## src/rtl/ecnd_pkg.sv

```systemverilog
// ----------------------------------------------------------------------------
// ecnd_pkg
// Shared types, constants and helpers for the extremum nearest-colour
// denoise core.
// ----------------------------------------------------------------------------
package ecnd_pkg;

   // frame geometry
   localparam int SIDE_BITS = 8;
   localparam int MAX_SIDE  = 256;
   localparam int ADDR_BITS = 2 * SIDE_BITS;
   localparam int SIZE_BITS = 9;

   // pixel format
   localparam int CHAN_BITS = 8;
   localparam int CHANNELS  = 3;
   localparam int PIX_BITS  = CHANNELS * CHAN_BITS;
   localparam int SQ_BITS   = 2 * CHAN_BITS;
   localparam int MAG_BITS  = 18;   // 3 * 255^2 = 195075 fits
   localparam int NCH_BITS  = 2;

   // window
   localparam int MASK_SIDE  = 5;
   localparam int MASK_HALF  = 2;
   localparam int MASK_TAPS  = MASK_SIDE * MASK_SIDE;
   localparam int MAX_RADIUS = 2;
   localparam int RAD_BITS   = 2;
   localparam int POS_BITS   = 5;
   localparam int AXIS_BITS  = 3;

   // register port
   localparam int CSR_ADDR_BITS = 5;
   localparam int CSR_DATA_BITS = 32;

   typedef enum logic [2:0] {
      REG_IMAGE_WIDTH  = 3'd0,
      REG_IMAGE_HEIGHT = 3'd1,
      REG_CHANNEL_CNT  = 3'd2,
      REG_RADIUS_ROWS  = 3'd3,
      REG_RADIUS_COLS  = 3'd4,
      REG_WINDOW_MASK  = 3'd5
   } csr_reg_type;

   typedef enum logic [1:0] {
      ST_IDLE,
      ST_SCAN,
      ST_DRAIN,
      ST_FINISH
   } seq_state_type;

   typedef enum logic [1:0] {
      SLOT_NONE,
      SLOT_CENTRE,
      SLOT_NEIGH
   } slot_kind_type;

   // effective (clamped) configuration
   typedef struct packed {
      logic [SIZE_BITS-1:0] width;
      logic [SIZE_BITS-1:0] height;
      logic [NCH_BITS-1:0]  nch;
      logic [RAD_BITS-1:0]  rad_rows;
      logic [RAD_BITS-1:0]  rad_cols;
      logic [MASK_TAPS-1:0] mask;
   } cfg_type;

   // one pixel after the metric unit
   typedef struct packed {
      slot_kind_type        kind;
      logic [PIX_BITS-1:0]  pix;
      logic [MAG_BITS-1:0]  mag;
      logic [MAG_BITS-1:0]  sqdist;
   } metric_type;

   function automatic logic [SIZE_BITS-1:0] clamp_side(input logic [SIZE_BITS-1:0] v);
      logic [SIZE_BITS-1:0] r;
      if (v == '0) begin
         r = SIZE_BITS'(1);
      end else if (v > SIZE_BITS'(MAX_SIDE)) begin
         r = SIZE_BITS'(MAX_SIDE);
      end else begin
         r = v;
      end
      return r;
   endfunction

   function automatic logic [RAD_BITS-1:0] clamp_radius(input logic [RAD_BITS-1:0] v);
      logic [RAD_BITS-1:0] r;
      r = v;
      if (r > RAD_BITS'(MASK_HALF)) begin
         r = RAD_BITS'(MASK_HALF);
      end
      if (r > RAD_BITS'(MAX_RADIUS)) begin
         r = RAD_BITS'(MAX_RADIUS);
      end
      return r;
   endfunction

   function automatic logic [NCH_BITS-1:0] used_channels(input logic [NCH_BITS-1:0] v);
      logic [NCH_BITS-1:0] r;
      r = v;
      if (r == '0) begin
         r = NCH_BITS'(1);
      end
      if (r > NCH_BITS'(CHANNELS)) begin
         r = NCH_BITS'(CHANNELS);
      end
      return r;
   endfunction

endpackage

```

## src/rtl/ecnd_metric_unit.sv

```systemverilog
// ----------------------------------------------------------------------------
// ecnd_metric_unit
// Shared arithmetic: magnitude of a pixel and squared colour distance to the
// centre over the channels in use, one pixel per cycle, registered.
// ----------------------------------------------------------------------------
module ecnd_metric_unit (
   input  logic                          clock,
   input  logic                          reset,
   input  logic [ecnd_pkg::NCH_BITS-1:0] nch,
   input  ecnd_pkg::slot_kind_type       kind,
   input  logic [ecnd_pkg::PIX_BITS-1:0] pix,
   input  logic [ecnd_pkg::PIX_BITS-1:0] centre,
   output ecnd_pkg::metric_type          metric
);

   logic [ecnd_pkg::CHAN_BITS-1:0] a_val;
   logic [ecnd_pkg::CHAN_BITS-1:0] b_val;
   logic [ecnd_pkg::CHAN_BITS-1:0] diff;
   logic [ecnd_pkg::SQ_BITS-1:0]   sq_a;
   logic [ecnd_pkg::SQ_BITS-1:0]   sq_d;
   logic [ecnd_pkg::MAG_BITS-1:0]  mag_in;
   logic [ecnd_pkg::MAG_BITS-1:0]  dist_in;
   ecnd_pkg::slot_kind_type        kind_ff;
   logic [ecnd_pkg::PIX_BITS-1:0]  pix_ff;
   logic [ecnd_pkg::MAG_BITS-1:0]  mag_ff;
   logic [ecnd_pkg::MAG_BITS-1:0]  dist_ff;

   // per-channel squares, summed over the channels in use
   always_comb begin
      mag_in  = '0;
      dist_in = '0;
      a_val   = '0;
      b_val   = '0;
      diff    = '0;
      sq_a    = '0;
      sq_d    = '0;
      for (int k = 0; k < ecnd_pkg::CHANNELS; k++) begin
         a_val = pix[k*ecnd_pkg::CHAN_BITS +: ecnd_pkg::CHAN_BITS];
         b_val = centre[k*ecnd_pkg::CHAN_BITS +: ecnd_pkg::CHAN_BITS];
         diff  = (a_val > b_val) ? (a_val - b_val) : (b_val - a_val);
         sq_a  = {{ecnd_pkg::CHAN_BITS{1'b0}}, a_val} * {{ecnd_pkg::CHAN_BITS{1'b0}}, a_val};
         sq_d  = {{ecnd_pkg::CHAN_BITS{1'b0}}, diff} * {{ecnd_pkg::CHAN_BITS{1'b0}}, diff};
         if (ecnd_pkg::NCH_BITS'(k) < nch) begin
            mag_in  = mag_in + ecnd_pkg::MAG_BITS'(sq_a);
            dist_in = dist_in + ecnd_pkg::MAG_BITS'(sq_d);
         end
      end
   end

   // slot tag
   always_ff @(posedge clock) begin
      if (reset) begin
         kind_ff <= ecnd_pkg::SLOT_NONE;
      end else begin
         kind_ff <= kind;
      end
   end

   // payload
   always_ff @(posedge clock) begin
      pix_ff  <= pix;
      mag_ff  <= mag_in;
      dist_ff <= dist_in;
   end

   assign metric.kind   = kind_ff;
   assign metric.pix    = pix_ff;
   assign metric.mag    = mag_ff;
   assign metric.sqdist = dist_ff;

endmodule

```

## config.mk

```make
export PLATFORM = sky130hd
export DESIGN_NAME = ecnd_metric_unit
export DESIGN_NICKNAME = d
export VERILOG_FILES = /design/src/rtl/ecnd_pkg.sv /design/src/rtl/ecnd_metric_unit.sv
export SDC_FILE = /design/constraint.sdc
export NUM_CORES = 1
export LEC_CHECK = 0
export BUFFER_PORTS_ARGS = -buffer_cell sky130_fd_sc_hd__buf_2
export CORE_MARGIN = 1.5
export CORE_UTILIZATION = 40
export DETAILED_ROUTE_END_ITERATION = 12
export HOLD_SLACK_MARGIN = 0.12
export MAX_ROUTING_LAYER = met4
export SLEW_MARGIN = 20
export SYNTH_ARGS = -nofsm -noshare
export SYNTH_HDL_FRONTEND = slang
export SYNTH_SLANG_ARGS = --single-unit
```

## constraint.sdc

```tcl
create_clock -name clock -period 36.7 [get_ports clock]
set_input_delay 7.34 -clock clock [delete_from_list [all_inputs] [get_ports clock]]
set_output_delay 7.34 -clock clock [all_outputs]
set_load 0.02 [all_outputs]
```

==> metrics.md <==
| Metric | Value |
|---|---|
| Layout cell share with drive strength beyond 1 | `9.34%` |
| Count of boundary I/O pins | `about 120` |
| Library cell used as clock root buffer | `sky130_fd_sc_hd__clkbuf_16` |
| TritonCTS clock tree | `done` |
| Resized cells post-CTS | `0` |
| Clock slew seen by the registers of the worst setup and hold paths | `~70 ps` |
| First-pass detailed-route iteration total | `5` |
| Hold Violations, Final | `0` |
| Max_slew headroom | `35.2%` |
| Die outline area | `about 40000 um2` |
| Iter 0 DRT Violations | `roughly 470` |
| Cell area after synthesis | `around 15000 um2` |
| Fin crit share | `53.9%` |
| Area fraction of the dominant cell type after synthesis | `about 28%` |
| Cell type contributing the most total cell area after synthesis | `sky130_fd_sc_hd__fa_1` |
| Die height | `199 um` |
| DRT antenna net count | `0` |
| Signal arrival time at the worst endpoint | `slightly above 20000 ps` |
| Most common library cells after synthesis | `sky130_fd_sc_hd__inv_1, sky130_fd_sc_hd__ha_1, sky130_fd_sc_hd__fa_1, sky130_fd_sc_hd__nor2_1, sky130_fd_sc_hd__nand2_1` |
| Warning count from the yosys run | `0` |
| HP Class | `in -> reg` |
| Type of element launching the critical path | `primary input` |
| Number of nets in the synthesized netlist | `between 2000 and 2500` |
| Per-instance average area after synthesis | `roughly 8.5 um2` |
| Dominant delay contributor by cell family on the critical path | `adder cells` |
| Count of maximum capacitance violations | `0` |
| CP Data Required Time | `around 37000 ps` |
| Largest incremental delay on the critical path | `~560 ps` |
| Instance count of the mapped netlist | `~1800` |
| Core ar. | `between 30000 and 40000 um2` |
| Vias in the first global route | `around 13000` |
| Endpoint, Worst Hold | `kind_ff[1]` |
| CP max FO | `8` |
| First-pass GRT wire length | `around 65 mm` |
| Total routing resource utilization after global routing | `a little over a fifth` |
| Global route total overflow | `0` |
| Total setup violations reported at the end of the flow | `0` |
| Max-slew violation count | `0` |
| Critical path depth in cells | `54` |
| Cts-stage hold buffer count | `0` |
| Post-detailed-route wirelength per cell | `roughly 16 um` |
| Type of the worst setup path | `in -> reg` |
| Average vias per placed instance | `approximately 5.0` |
| FF+latch count, synth | `62` |
| Weighted congestion at the end of routability-driven global placement | `approximately 0.86` |
| Number of inserted filler cells in the final layout | `about 3800` |
| Fmax | `approximately 51 MHz` |
| Final total negative setup slack | `0 ps` |
| Source of the worst hold timing path | `reset` |
| Number of buffers added on ports | `115` |
| Total DRC errors in the routed layout | `0` |
| Outcome | `complete, no violations` |
| Total Nets Final | `2434` |
| Number of core rows | `71` |
| Most frequent cell after synthesis | `sky130_fd_sc_hd__inv_1` |
| CP Capture Type | `flop` |
| Most instantiated flip-flop cell in the synthesis netlist | `sky130_fd_sc_hd__dfxtp_1` |
| Transition time at the pin with the least slew margin | `~960 ps` |
| Number of buffers created by CTS | `9` |
| Register area share after synthesis | `a little over 8%` |
| Antenna violations before repair | `1` |
| Crit path buffers/inverters | `12` |
| H-tree levels | `3` |
| Most area-consuming cells after synthesis | `sky130_fd_sc_hd__fa_1, sky130_fd_sc_hd__ha_1, sky130_fd_sc_hd__inv_1` |
| Number of sinks handled by clock tree synthesis | `62` |
| Number of distinct library cells after synthesis | `about 70` |
| Wirelength, routed | `38.5 mm` |
| Fraction of synthesis flops using an asynchronous set or reset pin | `0%` |
| Hold Path Depth | `2` |
| Maximum clock path buffer count | `2` |
| Placed instance area | `roughly 17000 um2` |
| Largest net degree at the start of global routing | `51` |
| Overall die width | `about 200 um` |
| Buffers inserted during post-CTS setup optimization | `0` |
| Routed via count | `~12000` |
| Non-Filler Cell Area, Final | `16900 um2` |
| Effective utilization at floorplan | `between 40% and 50%` |
| Number of enable flip-flop cells after synthesis | `0` |
| Post-layout min period | `roughly 20000 ps` |
| Post-detailed-placement half-perimeter wirelength | `around 33 mm` |
| Setup repair after global routing missed its margin | `no` |
| Area Overhead vs Synth | `9.59%` |
| Cell with the biggest individual delay on the critical path | `sky130_fd_sc_hd__xnor2_1` |
-- how the worst max path moves through the flow --
| stage | from | endpoint | slack (ps) |
|---|---|---|---|
| 4_1_cts | pix[0] | dist_ff[17] | 16960 |
| 3_3_place_gp | pix[0] | dist_ff[17] | 16800 |
| 2_1_floorplan | pix[5] | dist_ff[13] | 17600 |
| 6_report | pix[0] | dist_ff[17] | 16910 |
| 5_1_grt | pix[0] | dist_ff[13] | 16150 |
| 3_5_place_dp | pix[0] | dist_ff[17] | 16560 |
-- per-layer routing --
metal  track usage (%)  up-vias  share of wire (%)
li1                  -     5951                  -
met1              27.6     5885                 47
met2              36.6      185                 48
met3              2.43       34                2.9
met4              5.35        0                1.5
met5                 -        -                  0
-- registers in the layout, summed over array words and instances, names as in the netlist --
signal and flops:
kind_ff 2, dist_ff 18, mag_ff 18, pix_ff 24
-- layout make-up --
class                      instances  area [um2]  area share (%)
multi-input combinational       1321       12600            74.4
inverter                         396        1490            8.79
sequential                        62        1240            7.34
tap                              511         639            3.78
timing repair buffer             122         628            3.71
clock buffer                      10         239            1.41
clock inverter                     6        92.6           0.547
antenna                            1        2.50          0.0148
-- through the flow --
| step | instances | util (%) | worst slack [ps] | hold WS, ps |
|---|---|---|---|---|
| detailed placement | 2412 | 43.8 | 16560 | 7520 |
| finish | 2429 | 44.7 | 16910 | 7140 |
| CTS | 2428 | 44.7 | 16960 | 7110 |
| floorplan | 1811 | - | 17600 | 7370 |
| global placement | 2412 | 43.8 | 16800 | 7510 |
| global route | 2429 | 44.7 | 16150 | 7120 |
-- cells in the final DEF (no fill, tap or decap), types with 10 or more instances in the layout --
master                     count
sky130_fd_sc_hd__nand2_1     121
sky130_fd_sc_hd__o21bai_1     12
sky130_fd_sc_hd__or2_2        10
sky130_fd_sc_hd__xor2_1       32
sky130_fd_sc_hd__a211oi_1     14
sky130_fd_sc_hd__buf_2       115
sky130_fd_sc_hd__mux2i_1      33
sky130_fd_sc_hd__dfxtp_1      62
sky130_fd_sc_hd__o21a_1       11
sky130_fd_sc_hd__nand3_1      14
sky130_fd_sc_hd__and2_1       21
sky130_fd_sc_hd__inv_1       394
sky130_fd_sc_hd__nor2_1      166
sky130_fd_sc_hd__nand2b_1     14
sky130_fd_sc_hd__mux2_2       11
sky130_fd_sc_hd__nor3_1       27
sky130_fd_sc_hd__a21oi_1      80
sky130_fd_sc_hd__ha_1        255
sky130_fd_sc_hd__o21ai_0      57
sky130_fd_sc_hd__fa_1        213
sky130_fd_sc_hd__a21o_1       34
sky130_fd_sc_hd__nor2b_1      21
sky130_fd_sc_hd__xnor2_1      75
-- cells by family after synthesis --
kind of cell    share of synthesized area [%]
xor+xnor                                 6.18
compound gates                           11.2
buf+inv                                  10.4
other cells                            0.0486
mux                                      3.30
flops                                    8.04
simple gates                             12.5
fa+ha+maj                                48.3
Power is not shown: default switching activity piles up to over one toggle a cycle in this logic, so the estimate is an artifact.
