[src/rtl/ecnd_pkg.sv]
// ----------------------------------------------------------------------------
// ecnd_pkg
// Shared types, constants and helpers for the extremum nearest-colour
// denoise core.
// ----------------------------------------------------------------------------
package ecnd_pkg;

   // frame geometry
   localparam int SIDE_BITS = 8;
   localparam int MAX_SIDE  = 256;
   localparam int ADDR_BITS = 2 * SIDE_BITS;
   localparam int SIZE_BITS = 9;

   // pixel format
   localparam int CHAN_BITS = 8;
   localparam int CHANNELS  = 3;
   localparam int PIX_BITS  = CHANNELS * CHAN_BITS;
   localparam int SQ_BITS   = 2 * CHAN_BITS;
   localparam int MAG_BITS  = 18;   // 3 * 255^2 = 195075 fits
   localparam int NCH_BITS  = 2;

   // window
   localparam int MASK_SIDE  = 5;
   localparam int MASK_HALF  = 2;
   localparam int MASK_TAPS  = MASK_SIDE * MASK_SIDE;
   localparam int MAX_RADIUS = 2;
   localparam int RAD_BITS   = 2;
   localparam int POS_BITS   = 5;
   localparam int AXIS_BITS  = 3;

   // register port
   localparam int CSR_ADDR_BITS = 5;
   localparam int CSR_DATA_BITS = 32;

   typedef enum logic [2:0] {
      REG_IMAGE_WIDTH  = 3'd0,
      REG_IMAGE_HEIGHT = 3'd1,
      REG_CHANNEL_CNT  = 3'd2,
      REG_RADIUS_ROWS  = 3'd3,
      REG_RADIUS_COLS  = 3'd4,
      REG_WINDOW_MASK  = 3'd5
   } csr_reg_type;

   typedef enum logic [1:0] {
      ST_IDLE,
      ST_SCAN,
      ST_DRAIN,
      ST_FINISH
   } seq_state_type;

   typedef enum logic [1:0] {
      SLOT_NONE,
      SLOT_CENTRE,
      SLOT_NEIGH
   } slot_kind_type;

   // effective (clamped) configuration
   typedef struct packed {
      logic [SIZE_BITS-1:0] width;
      logic [SIZE_BITS-1:0] height;
      logic [NCH_BITS-1:0]  nch;
      logic [RAD_BITS-1:0]  rad_rows;
      logic [RAD_BITS-1:0]  rad_cols;
      logic [MASK_TAPS-1:0] mask;
   } cfg_type;

   // one pixel after the metric unit
   typedef struct packed {
      slot_kind_type        kind;
      logic [PIX_BITS-1:0]  pix;
      logic [MAG_BITS-1:0]  mag;
      logic [MAG_BITS-1:0]  sqdist;
   } metric_type;

   function automatic logic [SIZE_BITS-1:0] clamp_side(input logic [SIZE_BITS-1:0] v);
      logic [SIZE_BITS-1:0] r;
      if (v == '0) begin
         r = SIZE_BITS'(1);
      end else if (v > SIZE_BITS'(MAX_SIDE)) begin
         r = SIZE_BITS'(MAX_SIDE);
      end else begin
         r = v;
      end
      return r;
   endfunction

   function automatic logic [RAD_BITS-1:0] clamp_radius(input logic [RAD_BITS-1:0] v);
      logic [RAD_BITS-1:0] r;
      r = v;
      if (r > RAD_BITS'(MASK_HALF)) begin
         r = RAD_BITS'(MASK_HALF);
      end
      if (r > RAD_BITS'(MAX_RADIUS)) begin
         r = RAD_BITS'(MAX_RADIUS);
      end
      return r;
   endfunction

   function automatic logic [NCH_BITS-1:0] used_channels(input logic [NCH_BITS-1:0] v);
      logic [NCH_BITS-1:0] r;
      r = v;
      if (r == '0) begin
         r = NCH_BITS'(1);
      end
      if (r > NCH_BITS'(CHANNELS)) begin
         r = NCH_BITS'(CHANNELS);
      end
      return r;
   endfunction

endpackage

[src/rtl/ecnd_seq.sv]
// ----------------------------------------------------------------------------
// ecnd_seq
// Sequencer: takes transactions, walks the 5x5 window one read per cycle,
// keeps the extremum flags and the nearest neighbour, drives the result.
// ----------------------------------------------------------------------------
module ecnd_seq (
   input  logic                           clock,
   input  logic                           reset,
   input  ecnd_pkg::cfg_type              cfg,
   input  logic                           start,
   input  logic                           req_op,
   input  logic [ecnd_pkg::SIDE_BITS-1:0] req_row,
   input  logic [ecnd_pkg::SIDE_BITS-1:0] req_col,
   input  logic [ecnd_pkg::PIX_BITS-1:0]  req_pix,
   output logic                           busy,
   output logic                           mem_we,
   output logic [ecnd_pkg::ADDR_BITS-1:0] mem_waddr,
   output logic [ecnd_pkg::PIX_BITS-1:0]  mem_wdata,
   output logic [ecnd_pkg::ADDR_BITS-1:0] mem_raddr,
   input  logic [ecnd_pkg::PIX_BITS-1:0]  rd_data,
   output ecnd_pkg::slot_kind_type        slot_kind,
   output logic [ecnd_pkg::PIX_BITS-1:0]  centre_pix,
   input  ecnd_pkg::metric_type           metric,
   output logic                           rsp_valid,
   output logic [ecnd_pkg::PIX_BITS-1:0]  rsp_pix,
   output logic                           rsp_replaced
);

   localparam int ROW_EXT = ecnd_pkg::SIZE_BITS + 1;

   ecnd_pkg::seq_state_type        state_ff, state_in;
   logic [ecnd_pkg::SIDE_BITS-1:0] row_ff, row_in;
   logic [ecnd_pkg::SIDE_BITS-1:0] col_ff, col_in;
   logic [ecnd_pkg::AXIS_BITS-1:0] prow_ff, prow_in;
   logic [ecnd_pkg::AXIS_BITS-1:0] pcol_ff, pcol_in;
   logic [ecnd_pkg::POS_BITS-1:0]  pos_ff, pos_in;
   logic                           drain_ff, drain_in;
   logic                           outside_ff, outside_in;
   ecnd_pkg::slot_kind_type        slot_ff, slot_in;
   logic [ecnd_pkg::PIX_BITS-1:0]  centre_ff, centre_in;
   logic [ecnd_pkg::MAG_BITS-1:0]  cmag_ff, cmag_in;
   logic                           hi_ff, hi_in;
   logic                           lo_ff, lo_in;
   logic                           found_ff, found_in;
   logic [ecnd_pkg::MAG_BITS-1:0]  bestd_ff, bestd_in;
   logic [ecnd_pkg::PIX_BITS-1:0]  best_ff, best_in;
   logic                           rsp_valid_ff, rsp_valid_in;
   logic [ecnd_pkg::PIX_BITS-1:0]  rsp_pix_ff, rsp_pix_in;
   logic                           rsp_replaced_ff, rsp_replaced_in;

   logic                 accept;
   logic                 scan;
   logic                 finish;
   logic [ROW_EXT-1:0]   r_pos;
   logic [ROW_EXT-1:0]   c_pos;
   logic                 r_ok;
   logic                 c_ok;
   logic                 dr_ok;
   logic                 dc_ok;
   logic                 not_centre;
   logic                 neigh_valid;
   logic                 new_hi;
   logic                 new_lo;

   assign accept = start && !busy;

   // next state
   always_comb begin
      state_in = state_ff;
      unique case (state_ff)
         ecnd_pkg::ST_IDLE: begin
            if (accept && req_op) begin
               state_in = ecnd_pkg::ST_SCAN;
            end
         end
         ecnd_pkg::ST_SCAN: begin
            if (pos_ff == ecnd_pkg::POS_BITS'(ecnd_pkg::MASK_TAPS - 1)) begin
               state_in = ecnd_pkg::ST_DRAIN;
            end
         end
         ecnd_pkg::ST_DRAIN: begin
            if (drain_ff) begin
               state_in = ecnd_pkg::ST_FINISH;
            end
         end
         ecnd_pkg::ST_FINISH: begin
            state_in = ecnd_pkg::ST_IDLE;
         end
         default: begin
            state_in = ecnd_pkg::ST_IDLE;
         end
      endcase
   end

   // state decode
   always_comb begin
      busy   = 1'b1;
      scan   = 1'b0;
      finish = 1'b0;
      unique case (state_ff)
         ecnd_pkg::ST_IDLE:   busy   = 1'b0;
         ecnd_pkg::ST_SCAN:   scan   = 1'b1;
         ecnd_pkg::ST_DRAIN:  busy   = 1'b1;
         ecnd_pkg::ST_FINISH: finish = 1'b1;
         default:             busy   = 1'b1;
      endcase
   end

   // window position check
   always_comb begin
      r_pos = {2'b00, row_ff} + {{(ROW_EXT-ecnd_pkg::AXIS_BITS){1'b0}}, prow_ff}
              - ROW_EXT'(ecnd_pkg::MASK_HALF);
      c_pos = {2'b00, col_ff} + {{(ROW_EXT-ecnd_pkg::AXIS_BITS){1'b0}}, pcol_ff}
              - ROW_EXT'(ecnd_pkg::MASK_HALF);
      r_ok  = !r_pos[ROW_EXT-1] && (r_pos[ecnd_pkg::SIZE_BITS-1:0] < cfg.height);
      c_ok  = !c_pos[ROW_EXT-1] && (c_pos[ecnd_pkg::SIZE_BITS-1:0] < cfg.width);
      dr_ok = ({1'b0, prow_ff} + {2'b00, cfg.rad_rows}) >= 4'(ecnd_pkg::MASK_HALF) &&
              prow_ff <= (3'(ecnd_pkg::MASK_HALF) + {1'b0, cfg.rad_rows});
      dc_ok = ({1'b0, pcol_ff} + {2'b00, cfg.rad_cols}) >= 4'(ecnd_pkg::MASK_HALF) &&
              pcol_ff <= (3'(ecnd_pkg::MASK_HALF) + {1'b0, cfg.rad_cols});
      not_centre  = !(prow_ff == 3'(ecnd_pkg::MASK_HALF) &&
                      pcol_ff == 3'(ecnd_pkg::MASK_HALF));
      neigh_valid = r_ok && c_ok && dr_ok && dc_ok && not_centre &&
                    cfg.mask[pos_ff] && !outside_ff;
   end

   // memory ports: centre read at accept, then one window tap per cycle
   assign mem_we    = accept && !req_op;
   assign mem_waddr = {req_row, req_col};
   assign mem_wdata = req_pix;
   assign mem_raddr = scan ? {r_pos[ecnd_pkg::SIDE_BITS-1:0], c_pos[ecnd_pkg::SIDE_BITS-1:0]}
                           : {req_row, req_col};

   // address walk
   always_comb begin
      row_in     = row_ff;
      col_in     = col_ff;
      prow_in    = prow_ff;
      pcol_in    = pcol_ff;
      pos_in     = pos_ff;
      drain_in   = drain_ff;
      outside_in = outside_ff;
      slot_in    = ecnd_pkg::SLOT_NONE;
      if (accept && req_op) begin
         row_in     = req_row;
         col_in     = req_col;
         prow_in    = '0;
         pcol_in    = '0;
         pos_in     = '0;
         drain_in   = 1'b0;
         outside_in = ({1'b0, req_row} >= cfg.height) || ({1'b0, req_col} >= cfg.width);
         slot_in    = ecnd_pkg::SLOT_CENTRE;
      end else if (scan) begin
         pos_in  = pos_ff + 1'b1;
         slot_in = neigh_valid ? ecnd_pkg::SLOT_NEIGH : ecnd_pkg::SLOT_NONE;
         if (pcol_ff == 3'(ecnd_pkg::MASK_SIDE - 1)) begin
            pcol_in = '0;
            prow_in = prow_ff + 1'b1;
         end else begin
            pcol_in = pcol_ff + 1'b1;
         end
      end else if (state_ff == ecnd_pkg::ST_DRAIN) begin
         drain_in = 1'b1;
      end
   end

   // centre capture as its read data arrives
   assign centre_in  = (slot_ff == ecnd_pkg::SLOT_CENTRE) ? rd_data : centre_ff;
   assign slot_kind  = slot_ff;
   assign centre_pix = centre_ff;

   // extremum flags and nearest neighbour
   always_comb begin
      cmag_in  = cmag_ff;
      hi_in    = hi_ff;
      lo_in    = lo_ff;
      found_in = found_ff;
      bestd_in = bestd_ff;
      best_in  = best_ff;
      new_hi   = hi_ff && (metric.mag < cmag_ff);
      new_lo   = lo_ff && (metric.mag > cmag_ff);
      if (accept && req_op) begin
         hi_in    = 1'b1;
         lo_in    = 1'b1;
         found_in = 1'b0;
      end else if (metric.kind == ecnd_pkg::SLOT_CENTRE) begin
         cmag_in = metric.mag;
      end else if (metric.kind == ecnd_pkg::SLOT_NEIGH) begin
         hi_in = new_hi;
         lo_in = new_lo;
         if ((new_hi || new_lo) && (!found_ff || metric.sqdist < bestd_ff)) begin
            found_in = 1'b1;
            bestd_in = metric.sqdist;
            best_in  = metric.pix;
         end
      end
   end

   // result register
   always_comb begin
      rsp_valid_in    = 1'b0;
      rsp_pix_in      = rsp_pix_ff;
      rsp_replaced_in = 1'b0;
      if (accept && !req_op) begin
         rsp_valid_in = 1'b1;
         rsp_pix_in   = '0;
      end else if (finish) begin
         rsp_valid_in = 1'b1;
         if (found_ff && (hi_ff || lo_ff)) begin
            rsp_pix_in      = best_ff;
            rsp_replaced_in = 1'b1;
         end else begin
            rsp_pix_in = centre_ff;
         end
      end
   end

   // control registers
   always_ff @(posedge clock) begin
      if (reset) begin
         state_ff        <= ecnd_pkg::ST_IDLE;
         slot_ff         <= ecnd_pkg::SLOT_NONE;
         drain_ff        <= 1'b0;
         rsp_valid_ff    <= 1'b0;
         rsp_replaced_ff <= 1'b0;
      end else begin
         state_ff        <= state_in;
         slot_ff         <= slot_in;
         drain_ff        <= drain_in;
         rsp_valid_ff    <= rsp_valid_in;
         rsp_replaced_ff <= rsp_replaced_in;
      end
   end

   // working registers
   always_ff @(posedge clock) begin
      row_ff     <= row_in;
      col_ff     <= col_in;
      prow_ff    <= prow_in;
      pcol_ff    <= pcol_in;
      pos_ff     <= pos_in;
      outside_ff <= outside_in;
      centre_ff  <= centre_in;
      cmag_ff    <= cmag_in;
      hi_ff      <= hi_in;
      lo_ff      <= lo_in;
      found_ff   <= found_in;
      bestd_ff   <= bestd_in;
      best_ff    <= best_in;
      rsp_pix_ff <= rsp_pix_in;
   end

   assign rsp_valid    = rsp_valid_ff;
   assign rsp_pix      = rsp_pix_ff;
   assign rsp_replaced = rsp_replaced_ff;

   // checks
   a_rsp_source: assert property (@(posedge clock) disable iff (reset)
      rsp_valid_ff |-> ($past(state_ff == ecnd_pkg::ST_FINISH) || $past(accept && !req_op)))
      else $error("result strobe without a finished transaction");

   a_query_starts: assert property (@(posedge clock) disable iff (reset)
      (accept && req_op) |=> (state_ff == ecnd_pkg::ST_SCAN && slot_ff == ecnd_pkg::SLOT_CENTRE))
      else $error("query did not start with the centre read");

   a_replaced_strobe: assert property (@(posedge clock) disable iff (reset)
      rsp_replaced_ff |-> rsp_valid_ff)
      else $error("replaced flag outside a result");

   a_walk_range: assert property (@(posedge clock) disable iff (reset)
      (state_ff == ecnd_pkg::ST_SCAN) |->
         (pos_ff < 5'(ecnd_pkg::MASK_TAPS) && prow_ff < 3'(ecnd_pkg::MASK_SIDE) &&
          pcol_ff < 3'(ecnd_pkg::MASK_SIDE)))
      else $error("window walk out of range");

   a_neigh_in_query: assert property (@(posedge clock) disable iff (reset)
      (metric.kind == ecnd_pkg::SLOT_NEIGH) |->
         (state_ff == ecnd_pkg::ST_SCAN || state_ff == ecnd_pkg::ST_DRAIN))
      else $error("neighbour data outside a query");

endmodule

[config.mk]
export PLATFORM = sky130hd
export DESIGN_NAME = ecnd_seq
export DESIGN_NICKNAME = d
export VERILOG_FILES = /design/src/rtl/ecnd_pkg.sv /design/src/rtl/ecnd_seq.sv
export SDC_FILE = /design/constraint.sdc
export NUM_CORES = 1
export LEC_CHECK = 0
export BUFFER_PORTS_ARGS = -buffer_cell sky130_fd_sc_hd__buf_2
export CORE_MARGIN = 3
export CORE_UTILIZATION = 40
export DETAILED_ROUTE_END_ITERATION = 12
export PLACE_DENSITY = 0.72
export SYNTH_ARGS = -nofsm -noshare
export SYNTH_HDL_FRONTEND = slang
export SYNTH_SLANG_ARGS = --single-unit
[constraint.sdc]
create_clock -name clock -period 5.6 [get_ports clock]
set_input_delay 0 -clock clock [delete_from_list [all_inputs] [get_ports clock]]
set_output_delay 0 -clock clock [all_outputs]
set_load 0.02 [all_outputs]
==> metrics.md <==
| Metric | Value |
|---|---|
| Fin. Hold Viols | `0` |
| DRC viols | `0` |
| Core area | `20300 um2` |
| Share of layout cells above drive strength 1 | `28.7%` |
| CTS root buffer | `clkbuf_16` |
| Power per Cell Area | `368 nW/um2` |
| Pwr Total | `4.09 mW` |
| Avg WL per Cell | `15.2 um` |
| First-pass GRT wire length | `31600 um` |
| Ys Warns | `0` |
| Post-synth top flop | `edfxtp_1` |
| Clk Latency, worst-skew pair | `0.42 ns` |
| Routed vias | `6343` |
| Post-synth EDFFs | `101` |
| Util after Layout | `54.8%` |
| Leakage | `5.17 nW` |
| IO Count | `289` |
| Num CTS Buffers | `17` |
| CP required | `5.95 ns` |
| Final setup TNS | `0 ns` |
| CTS Sinks | `146` |
| Initial DRC Count | `257` |
| Number of port buffers | `238` |
| Slew Limit Headroom | `24.3%` |
| Synthesized cell area | `8300 um2` |
| Initial antenna violation count | `1` |
| Die Wd | `150 um` |
| Crit end category | `register` |
| CTS Buffer Depth | `2` |
| Crit path max fanout | `9` |
| Status | `complete, no violations` |
| Post-CTS setup buffers | `0` |
| RSZ-0062 raised after global routing | `false` |
| Hold WC Path Type | `in -> out` |
| Post-Synthesis Cells | `729` |
| Synth Net Count | `1022` |
| H-tree level count | `4` |
| PostCTS Resize Cnt | `0` |
| R2R Setup Slk | `1.62 ns` |
| Asr flop ratio synth | `0%` |
| Layout area overhead | `33.9%` |
| Period utilization | `71.1%` |
| Row cnt | `52` |
| WS Path Type | `reg -> reg` |
| R2R Path Start | `pcol_ff[2]` |
| Final GP Congestion | `0.759` |
| Final min period | `3.98 ns` |
| Design Area, Final | `11100 um2` |
| Mean Syn Cell Area | `11.4 um2` |
| Clk_skew | `0.0121 ns` |
| Pins Over Slew Limit | `0` |
| CTS tree | `done` |
| Routed WL | `20100 um` |
| Crit path from | `pcol_ff[2]` |
| R2R depth | `18` |
| Final #Nets | `1330` |
| DP Wirelength | `14400 um` |
| GRT Overall Usage | `17.7%` |
| Critical Path End | `slot_kind[1]` |
| Worst-path clk slew | `0.07 ns` |
| Die Ht | `150 um` |
| RR Endpoint | `slot_kind[1]` |
| Max-Cap Viols | `0` |
| Die area | `22500 um2` |
| Max VDD drop | `0.218 mV` |
| Number of global-route vias before repair | `6517` |
| Number of antenna-violating nets in the routed design | `0` |
| Post-DP Area | `9510 um2` |
| Setup-failing EPs final | `0` |
| Via/cell ratio | `4.80` |
| Startpoint types | `register` |
| Post-synthesis sequential area ratio | `47.4%` |
| Distinct cell type count after synthesis | `51` |
| GR Overflow Total | `0` |
| Largest net degree at the start of global routing | `51` |
| DR pass1 iterations | `4` |
| Slew at the pin closest to its max-slew limit | `1.13 ns` |
| FF+latch count, synth | `146` |
| Starting Density | `40.9%` |
| Data arrival time of the critical path | `4.33 ns` |
| Fmax | `251 MHz` |
cells in the mapped netlist (6+ instances only):
cell / instances / area share [%]
nor2_1: 52 / 2.4
dfxtp_1: 45 / 11
xnor2_1: 12 / 1.3
nand4_1: 8 / 0.60
o21a_1: 7 / 0.63
buf_4: 40 / 3.6
mux2_2: 13 / 1.8
a21o_1: 17 / 1.5
nand2b_1: 10 / 0.75
edfxtp_1: 101 / 37
mux4_2: 7 / 1.9
a211oi_1: 30 / 2.7
nor3_1: 7 / 0.42
clkbuf_1: 11 / 0.50
nor2b_1: 8 / 0.60
a21oi_1: 33 / 2.0
o21ai_0: 16 / 0.96
mux2i_1: 28 / 3.4
xor2_1: 6 / 0.63
nand2_1: 17 / 0.77
inv_1: 101 / 4.6
ha_1: 110 / 17
final cells by class:
class / count / area [um2]
well taps: 270 / 338
clock inverters: 15 / 141
flip-flops and latches: 146 / 3930
diodes: 2 / 5.00
repair buffers: 346 / 2260
multi-input cells: 425 / 3630
fillers: 1696 / 9180
clock buffers: 17 / 425
inverters: 101 / 379
logic make-up after synthesis:
group                      Yosys count  share of synthesized area [%]
and+or+nand+nor                    117                           6.77
xor gates and xnor gates            18                           1.90
muxes                               48                           7.04
DFF                                146                           47.4
adders and majority gates          114                           17.5
buffers and inverters              158                           9.07
AOI/OAI and AO/OA                  128                           10.3
placed cells by master (no fill, tap or decap), types with 2 or more instances in the layout:
| master | Yosys | final |
|---|---|---|
| a211oi_1 | 30 | 30 |
| a21o_1 | 17 | 17 |
| a21oi_1 | 33 | 33 |
| a31oi_1 | 2 | 2 |
| and3_1 | 3 | 3 |
| buf_2 | 2 | 238 |
| buf_4 | 40 | 5 |
| clkbuf_16 | 0 | 17 |
| clkinvlp_4 | 0 | 5 |
| dfxtp_1 | 45 | 45 |
| diode_2 | 0 | 2 |
| dlygate4sd3_1 | 0 | 103 |
| edfxtp_1 | 101 | 101 |
| fa_1 | 4 | 4 |
| ha_1 | 110 | 109 |
| inv_1 | 101 | 101 |
| inv_6 | 0 | 3 |
| inv_8 | 0 | 5 |
| mux2_2 | 13 | 13 |
| mux2i_1 | 28 | 28 |
| mux4_2 | 7 | 7 |
| nand2_1 | 17 | 17 |
| nand2b_1 | 10 | 10 |
| nand3_1 | 4 | 4 |
| nand4_1 | 8 | 8 |
| nor2_1 | 52 | 51 |
| nor2b_1 | 8 | 7 |
| nor3_1 | 7 | 7 |
| nor4b_1 | 3 | 3 |
| o211ai_1 | 2 | 2 |
| o21a_1 | 7 | 7 |
| o21ai_0 | 16 | 16 |
| o21ai_1 | 3 | 3 |
| o21bai_1 | 3 | 3 |
| o41ai_1 | 2 | 2 |
| xnor2_1 | 12 | 12 |
| xor2_1 | 6 | 6 |
state kept, by name, indices dropped and copies added (netlist names), 5 cells and up:
signal      cells
row_ff          8
pos_ff          5
bestd_ff       18
cmag_ff        18
best_ff        24
col_ff          8
rsp_pix        24
centre_pix     24
critical path, stage by stage, from the launching register on:
cell,delay [ns]
dfxtp_1,0.48
inv_1,0.11
ha_1,0.28
inv_1,0.07
ha_1,0.29
a21o_1,0.18
a21oi_1,0.22
nor2b_1,0.09
o21a_1,0.18
o41ai_1,0.35
xnor2_1,0.12
ha_1,0.19
nor4b_1,0.33
o21ai_1,0.13
nor3_1,0.15
o311ai_1,0.12
nor4_1,0.27
o211ai_1,0.16
nor3_1,0.19
what timing repair did:
action | 4_1_cts | 5_1_grt
hold buffers | 103 | 0
endpoints found under the hold margin | 107 | 0
endpoints found under the setup margin | 0 | 0
routing by layer:
layer	vias to the layer above	track usage (%)	routed length [um]
met5	-	0	0
met4	0	7.14	454
met3	39	3.94	996
met2	181	30.3	10100
met1	2935	21.7	8520
li1	3188	-	-
metrics by stage:
step	setup slack (ns)	cells	hold WS, ns
after floorplan	2.20	729	0.0724
after global placement	1.75	1185	0.000137
after detailed placement	1.65	1185	0.000137
after CTS	1.64	1320	0.000137
after global routing	1.31	1321	0.0000503
final	1.62	1322	0.00000882
report_power, final:
part	switching (mW)	internal [mW]	leakage, nW
combinational	0.855	0.665	3.61
sequential	0.130	1.36	1.30
clock	0.497	0.588	0.265
worst min path at each step:
stage | from | endpoint | slack (ns) | cells past startpoint
floorplan | reset | rsp_valid | 0.07 | 1
global placement | req_pix[14] | mem_wdata[14] | 0.0001 | 0
detailed placement | req_pix[14] | mem_wdata[14] | 0.0001 | 0
CTS | req_pix[14] | mem_wdata[14] | 0.0001 | 0
global route | req_pix[11] | mem_wdata[11] | 0.00005 | 0
finish | req_pix[11] | mem_wdata[11] | 0.000009 | 0
(Power assumes the default switching activity.)
